`src/hdl/gpuf_pkg.sv`:
```
package gpuf_pkg;

    localparam int GRID_SIDE_DEF = 32;
    localparam int SIDE_RESET    = 32;
    localparam int SIDE_W        = 6;
    localparam int ROW_W         = 6;
    localparam int COL_W         = 6;

    // Steps of one open request, in the order they are worked through.
    typedef enum logic [2:0] {
        JOB_UP     = 3'd0,
        JOB_DOWN   = 3'd1,
        JOB_LEFT   = 3'd2,
        JOB_RIGHT  = 3'd3,
        JOB_TOP    = 3'd4,
        JOB_BOTTOM = 3'd5,
        JOB_REPORT = 3'd6
    } t_job;

    typedef struct packed {
        logic clr;
        logic load;
        logic setup;
        logic open_site;
        logic open_wr;
        logic chk;
        logic start_a;
        logic latch_a;
        logic start_b;
        logic link;
        logic out_load;
        t_job job;
    } t_cmd;

    typedef struct packed {
        logic clr_last;
        logic err;
        logic mode;
        logic open_q;
        logic job_ok;
        logic busy;
        logic out_free;
    } t_stat;

endpackage

```
`src/hdl/gpuf_ctrl.sv`:
```
module gpuf_ctrl (
    input  logic            i_clk,
    input  logic            i_rst_n,
    input  logic            i_cfg_wr,
    input  logic            i_in_valid,
    output logic            o_in_ready,
    input  gpuf_pkg::t_stat i_stat,
    output gpuf_pkg::t_cmd  o_cmd
);
    import gpuf_pkg::*;

    typedef enum logic [12:0] {
        ST_CLEAR = 13'b0000000000001,
        ST_IDLE  = 13'b0000000000010,
        ST_SETUP = 13'b0000000000100,
        ST_CHK   = 13'b0000000001000,
        ST_CHKW  = 13'b0000000010000,
        ST_JOB   = 13'b0000000100000,
        ST_NBRW  = 13'b0000001000000,
        ST_FA    = 13'b0000010000000,
        ST_FAW   = 13'b0000100000000,
        ST_FB    = 13'b0001000000000,
        ST_FBW   = 13'b0010000000000,
        ST_LINK  = 13'b0100000000000,
        ST_OUT   = 13'b1000000000000
    } t_state;

    t_state r_state;
    t_state n_state;
    t_job   r_job;
    t_job   n_job;
    t_job   job_next;

    assign job_next = t_job'(r_job + 3'd1);

    always_comb begin
        n_state    = r_state;
        n_job      = r_job;
        o_cmd      = '0;
        o_cmd.job  = r_job;
        o_in_ready = 1'b0;
        case (r_state)
            ST_CLEAR: begin
                o_cmd.clr = 1'b1;
                if (i_stat.clr_last) begin
                    n_state = ST_IDLE;
                end
            end
            ST_IDLE: begin
                o_in_ready = 1'b1;
                if (i_in_valid) begin
                    o_cmd.load = 1'b1;
                    n_state    = ST_SETUP;
                end
            end
            ST_SETUP: begin
                o_cmd.setup = 1'b1;
                n_state     = ST_CHK;
            end
            ST_CHK: begin
                o_cmd.open_site = 1'b1;
                n_state         = ST_CHKW;
            end
            ST_CHKW: begin
                o_cmd.chk = 1'b1;
                if (i_stat.err || i_stat.mode || i_stat.open_q) begin
                    n_job   = JOB_REPORT;
                    n_state = ST_FA;
                end else begin
                    o_cmd.open_wr = 1'b1;
                    n_job         = JOB_UP;
                    n_state       = ST_JOB;
                end
            end
            ST_JOB: begin
                if (r_job == JOB_REPORT) begin
                    n_state = ST_FA;
                end else if (!i_stat.job_ok) begin
                    n_job = job_next;
                end else if (r_job == JOB_TOP || r_job == JOB_BOTTOM) begin
                    n_state = ST_FA;
                end else begin
                    // The neighbour's open bit is read this cycle.
                    n_state = ST_NBRW;
                end
            end
            ST_NBRW: begin
                if (i_stat.open_q) begin
                    n_state = ST_FA;
                end else begin
                    n_job   = job_next;
                    n_state = ST_JOB;
                end
            end
            ST_FA: begin
                o_cmd.start_a = 1'b1;
                n_state       = ST_FAW;
            end
            ST_FAW: begin
                if (!i_stat.busy) begin
                    o_cmd.latch_a = 1'b1;
                    n_state       = ST_FB;
                end
            end
            ST_FB: begin
                o_cmd.start_b = 1'b1;
                n_state       = ST_FBW;
            end
            ST_FBW: begin
                if (!i_stat.busy) begin
                    n_state = (r_job == JOB_REPORT) ? ST_OUT : ST_LINK;
                end
            end
            ST_LINK: begin
                o_cmd.link = 1'b1;
                n_job      = job_next;
                n_state    = ST_JOB;
            end
            ST_OUT: begin
                if (i_stat.out_free) begin
                    o_cmd.out_load = 1'b1;
                    n_state        = ST_IDLE;
                end
            end
            default: begin
                n_state = ST_CLEAR;
            end
        endcase
        if (i_cfg_wr) begin
            n_state = ST_CLEAR;
        end
    end

    always_ff @(posedge i_clk) begin
        if (!i_rst_n) begin
            r_state <= ST_CLEAR;
            r_job   <= JOB_REPORT;
        end else begin
            r_state <= n_state;
            r_job   <= n_job;
        end
    end

endmodule

```
`config.mk`:
```
export PLATFORM = sky130hd
export DESIGN_NAME = gpuf_ctrl
export DESIGN_NICKNAME = d
export VERILOG_FILES = /design/src/hdl/gpuf_pkg.sv /design/src/hdl/gpuf_ctrl.sv
export SDC_FILE = /design/constraint.sdc
export NUM_CORES = 1
export LEC_CHECK = 0
export BUFFER_PORTS_ARGS = -buffer_cell sky130_fd_sc_hd__buf_2
export CORE_ASPECT_RATIO = 1.5
export CORE_MARGIN = 10
export CORE_UTILIZATION = 54
export CTS_CLUSTER_DIAMETER = 80
export DETAILED_ROUTE_END_ITERATION = 8
export GPL_TIMING_DRIVEN = 0
export PLACE_DENSITY = 0.86
export SLEW_MARGIN = 5
export SYNTH_ARGS = -nofsm -noshare
export SYNTH_HDL_FRONTEND = slang
export SYNTH_SLANG_ARGS = --single-unit
```
`constraint.sdc`:
```
create_clock -name i_clk -period 2.5 [get_ports i_clk]
set_input_delay 0.25 -clock i_clk [delete_from_list [all_inputs] [get_ports i_clk]]
set_output_delay 0.25 -clock i_clk [all_outputs]
set_load 0.05 [all_outputs]
```
==> metrics.txt, run 1 <==
sequential area share after synthesis between 20 and 30%; critical path class flop to primary output; ANT cells 0; total design power 541.3 uW; Die Y just under 80 um; Max Root-Sink Buffers 2; CP arrival 2.16 ns; Hold/Removal Path Class primary input to flop; Root Driver clkbuf_4; Post-synth EDFFs 0; Overflow after GRT 0; static leakage ~0.00065 uW; main combinational cell family by area after synthesis simple AND/OR/NAND/NOR gates; Critical Path RT 2.25 ns; worst-case reg-to-reg path depth 6; Worst setup EP type primary output; Synth Area in Compound Gates between 10% and 20%; drt wl/cell roughly 18 um; Worst-path clk slew 0.12 ns; Non-Filler Instances between 200 and 250; Cell Pwr Density around 340 nW/um2; crit path launch r_state[5]; Worst VDD drop just under 0.4 mV; XOR/XNOR share of the synthesized area under 10%; simple-gate area share of the yosys netlist around two fifths; CP Capture Point o_cmd[13]; final hold vios 0; CP Max Fanout 9; H-tree levels 1; nets slightly above 200; initial antenna violation count 0; post-route ant nets 0; Setup crit start kind flop; Final setup viols 0; Initial Util 55.91%; fraction of the mapped netlist area in adder cells between 4 and 5%; die width a little under 60 um; final number of max-transition violations 0; number of global-route vias before repair between 1000 and 1500; Layout area overhead 27.96%; cells after synthesis 157; post-synthesis register bit count 16; Worst slew margin between 50% and 60%; Fin Setup TNS 0 ns; fraction of layout cells with a size suffix above 1 between 30% and 40%; Fmax ~420 MHz; row count 21; TritonCTS clock tree done; total of max-cap violations 0; clock skew about 0.015 ns; Final HPWL DP between 2 and 3 mm; Final Cycle Share a little over nine tenths; cell area after synthesis 1249 um2; Die ar. between 4000 and 5000 um2; flop-to-flop setup slack approximately 0.17 ns; Total GRT Usage between 10% and 20%; status finished clean; multiplexer share of the synthesized area 0%; IO Pins 26; Vias about 1400; drt total wl ~3.9 mm; final core utilization around 72%; post-route minimum period about 2.4 ns; pin count of the biggest net entering global routing 11; clk_lat worst skew 0.32 ns; main flop type after synthesis dfxtp_1; ys async rst share 0%; Slew @ Worst Pin around 0.71 ns; Yosys cell types 49; post-synthesis average cell area roughly 8.0 um2; port bufs 25; final RePlAce weighted congestion around 0.87; design area roughly 1600 um2; drt via density 6.692; RR Startpoint r_state[12]; Placed Area ~1400 um2; Core Footprint roughly 2200 um2; CTS buffer count 3; Detailed Routing Iterations Pass 1 4; First DRT Iteration DRCs between 80 and 90; first-pass GRT wire length just over 6 mm; Post-Syn Nets around 170; Synth Warn # 0; Crit Reg-Reg Endpoint r_job[1]; placed cells about 200; TritonCTS Sinks 16; drc violations 0
-- registers in the layout (all words and copies together), names as in the netlist --
register  cells
r_job         3
r_state      13
-- worst max-delay path, cell delays in order, from the launching register on --
cell     delay (ns)
dfxtp_1        0.32
buf_4          0.18
nor4_4         0.27
buf_4          0.16
buf_4          0.16
nand2_1        0.16
nor4b_2        0.27
buf_2          0.31
-- per-stage QoR --
step	setup slack (ns)	hold WS, ns
after global placement	0.1384	0.5134
after CTS	0.005271	0.2028
after detailed placement	0.06352	0.5228
after global routing	-0.03483	0.1929
after floorplan	0.005501	0.3671
final	0.09210	0.1914
-- layer usage --
layer  global-route usage (%)  up-vias  wire [um]
met3                    4.618       24        368
met4                    13.59        0        220
met1                    17.21      672       1458
met2                    26.72       74       1892
met5                        0        -          0
li1                         -      662          -
-- cell type report --
| cell class | count | area [um2] |
|---|---|---|
| inverter | 9 | 33.78 |
| tap | 23 | 28.78 |
| multi-input combinational | 125 | 949.7 |
| sequential | 16 | 320.3 |
| timing repair buffer | 30 | 178.9 |
| buffer | 7 | 50.05 |
| clock buffer | 4 | 36.28 |
| fill | 172 | 635.6 |
-- cells by family (layout without fill, tap and decap cells) --
| family | after synthesis | after routing |
|---|---|---|
| AO/OA/AOI/OAI | 33 | 33 |
| XOR/XNOR | 5 | 5 |
| adder cells (fa/ha/maj) | 4 | 4 |
| buffers and inverters | 16 | 50 |
| flip-flops | 16 | 16 |
| AND/OR/NAND/NOR | 83 | 83 |
-- how the worst min path moves through the flow --
| stage | start | end | slack, ns | depth (start not counted) |
|---|---|---|---|---|
| 2_1_floorplan | i_rst_n | r_job[2] | 0.37 | 1 |
| 3_3_place_gp | i_rst_n | r_job[2] | 0.51 | 2 |
| 3_5_place_dp | i_rst_n | r_job[2] | 0.52 | 2 |
| 4_1_cts | i_rst_n | r_job[2] | 0.20 | 2 |
| 5_1_grt | i_rst_n | r_job[2] | 0.19 | 2 |
| 6_report | i_stat[6] | r_state[0] | 0.19 | 3 |
-- power breakdown --
part           switching, uW  internal (uW)
logic                   54.9           38.9
registers              0.927            257
clock network            101           89.1
total                    156            385
-- cell usage after synthesis (2+ instances only) --
library cell  number  area, um2
dfxtp_1           16      320.3
nand3_1            3      15.01
nand4_1            5      31.28
a21oi_1            6      30.03
o21ai_0            6      30.03
nor3b_1            2      15.01
a21o_1             2      15.01
ha_1               4      50.05
nor4b_1            6      52.55
o22ai_1            2      12.51
nor4_1             9      56.30
inv_1              9      33.78
nor2_1            15      56.30
nor3_1             5      25.02
o211ai_1           2      15.01
xor2_1             4      35.03
or3b_2             2      17.52
buf_2              4      20.02
o31ai_1            2      15.01
nand2_1           10      37.54
nor4_4             2      42.54
or4b_2             2      20.02
nand2b_1           6      37.54
nor2b_1            3      18.77
or3_1              6      37.54
-- layout by cell type, fill, tap and decap left out, types with 2 or more instances in the layout --
cell	instances
o31ai_1	2
nand2b_1	6
buf_4	10
clkbuf_4	6
buf_2	21
nand2_1	9
or3_1	6
xor2_1	4
nor3b_1	2
nor4_4	5
a21oi_1	6
nor4b_2	2
nor3_4	2
nor2_1	15
o211ai_1	2
nor4_1	5
a21o_1	2
nand4_1	5
o22ai_1	2
dfxtp_1	16
or3b_2	2
buf_6	2
inv_1	9
ha_1	4
nand3_1	3
o21ai_0	6
nor3_1	2
nor2b_1	3
nor4b_1	4
-- timing repair --
item | CTS | global route
resized for setup | 7 | 13
setup endpoints to repair | 3 | 8
hold buffers | 0 | 0
gates cloned | 0 | 0
setup buffers | 4 | 1
Note: power is estimated with default switching activity, not from simulation.
==> run 2, diff against run 1 <==
--- a/config.mk
+++ b/config.mk
@@ -13,6 +13,7 @@
 export DETAILED_ROUTE_END_ITERATION = 8
 export GPL_TIMING_DRIVEN = 0
 export PLACE_DENSITY = 0.86
+export REMOVE_ABC_BUFFERS = 1
 export SLEW_MARGIN = 5
 export SYNTH_ARGS = -nofsm -noshare
 export SYNTH_HDL_FRONTEND = slang
==> run 2 against run 1 <==
Against the previous run: combinational power fell by 19%; sequential share of layout area rose by 1.7 points; core utilization shrank 5.4 points; sequential power grew 2%; flip-flop and latch count is the same; clock-buffer cell count did not move; cell area fell by 7.5%.
==> metrics.txt, run 2 (synthesis gave the netlist of run 1 again) <==
status finished clean; drt total wl 3.671 mm; post-route ant nets 0; nets about 200; First DRT Iteration DRCs 48; Fin Setup TNS 0 ns; drt via density 6.723; Root Driver clkbuf_4; port bufs 25; H-tree levels 1; clk_lat worst skew roughly 0.3 ns; leading cell type in the layout, fill and taps excluded buf_2; Fmax 406.5 MHz; number of global-route vias before repair 1346; ANT cells 0; Final setup viols 0; total design power 518.5 uW; Worst-path clk slew ~0.1 ns; Psw roughly 140 uW; commonest cells after routing, fill and taps aside 24 x buf_2, 15 x nor2_1, 15 x dfxtp_1; post-route minimum period about 2.5 ns; IO Pins 26; Largest Register r_state; CP Max Fanout 6; Final HPWL DP around 2.7 mm; critical path class flop to primary output; total of max-cap violations 0; Die Y 78.90 um; Overflow after GRT 0; Layout area overhead 18.34%; TritonCTS Sinks 16; Worst VDD drop ~0.31 mV; placed cells about 200; layout filler cell count between 150 and 200; static leakage roughly 0.00061 uW; Worst slew margin 46.07%; Initial Util a little under three fifths; final core utilization roughly two thirds; pre-CTS WS -0.2279 ns; Critical Path RT 2.25 ns; RSZ-0062 raised after global routing true; Sw Ratio between 20 and 30%; Power Internal around 380 uW; drt wl/cell about 18 um; Regs by FF count r_state x13, r_job x3; Die ar. 4676 um2; Setup crit start kind flop; Worst setup EP type primary output; Logic pwr share around 15%; CTS buffer count 3; Max Root-Sink Buffers 2; die width 59.27 um; drc violations 0; Non-Filler Instances 206; Total GRT Usage about 15%; clock skew around 0.0019 ns; final RePlAce weighted congestion slightly above 0.9; Detailed Routing Iterations Pass 1 7; max reg flops 13; initial antenna violation count 0; fraction of layout cells with a size suffix above 1 a little over a quarter; Final Cycle Share 98.40%; row count 21; FF+latch area approximately 320 um2; Cell Pwr Density approximately 350 nW/um2; Core Footprint ~2200 um2; first-pass GRT wire length about 5.9 mm; footprint of the multi-input gates 899.6 um2; final number of max-transition violations 0; Vias ~1400; TritonCTS clock tree done; Hold/Removal Path Class primary input to flop; final hold vios 0; sequential fraction of design power 51.0%; post-route setup slack between 0.04 and 0.05 ns; CP arrival roughly 2.2 ns; Slew @ Worst Pin 0.7986 ns; clock share of power roughly 34%; pin count of the biggest net entering global routing 11
## run 2: cell types whose count changed in the layout (fill, tap and decap cells not counted), sizes merged
cell,previous run,this run
clkbuf,8,5
buf,33,28
## run 2: what timing repair did
item	CTS	global route
pin swaps	2	1
setup endpoints to repair	16	5
buffers inserted	4	0
hold buffers	0	0
resized for setup	2	5
## run 2: worst paths after layout
check | startpoint | endpoint | slack [ns] | cells past startpoint
worst max-delay path | r_state[3] | o_cmd[5] | 0.04 | 5
worst min-delay path | i_stat[6] | r_state[0] | 0.22 | 3
worst max register to register | r_state[5] | r_state[5] | 0.15 | 7
worst min register to register | r_job[0] | r_job[0] | 0.61 | 2
## run 2: critical path: stages, from the launching register on
cell      delay [ns]
dfxtp_1         0.41
nor4_4          0.40
nand3_1         0.15
or4b_2          0.65
inv_1           0.08
clkbuf_4        0.22
## run 2: cell type report
cell class	count	area share, %
clock buffers	4	2.456
inverters	9	2.286
flip-flops and latches	16	21.76
multi-input cells	125	60.88
repair buffers	29	10.67
well taps	23	1.947
## run 2: metrics by stage
step / hold slack, ns / cell area [um2]
3_3_place_gp: 0.5114 / 1360
2_1_floorplan: 0.3671 / 1206
4_1_cts: 0.2166 / 1456
3_5_place_dp: 0.5307 / 1373
6_report: 0.2161 / 1478
5_1_grt: 0.2376 / 1478
## run 2: power groups by stage
| stage | logic, uW | registers [uW] | clock network (uW) |
|---|---|---|---|
| after floorplan | 46.4 | 267 | 0 |
| after global placement | 66.0 | 268 | 0 |
| after detailed placement | 69.0 | 269 | 0 |
| after CTS | 72.6 | 264 | 182 |
| after global routing | 82.3 | 265 | 190 |
| final | 75.9 | 264 | 178 |
## run 2: metal layers
| metal | global-route usage, % | wire [um] |
|---|---|---|
| met4 | 10.60 | 215 |
| met3 | 3.981 | 332 |
| met5 | 0 | 0 |
| met1 | 15.73 | 1355 |
| met2 | 25.89 | 1767 |
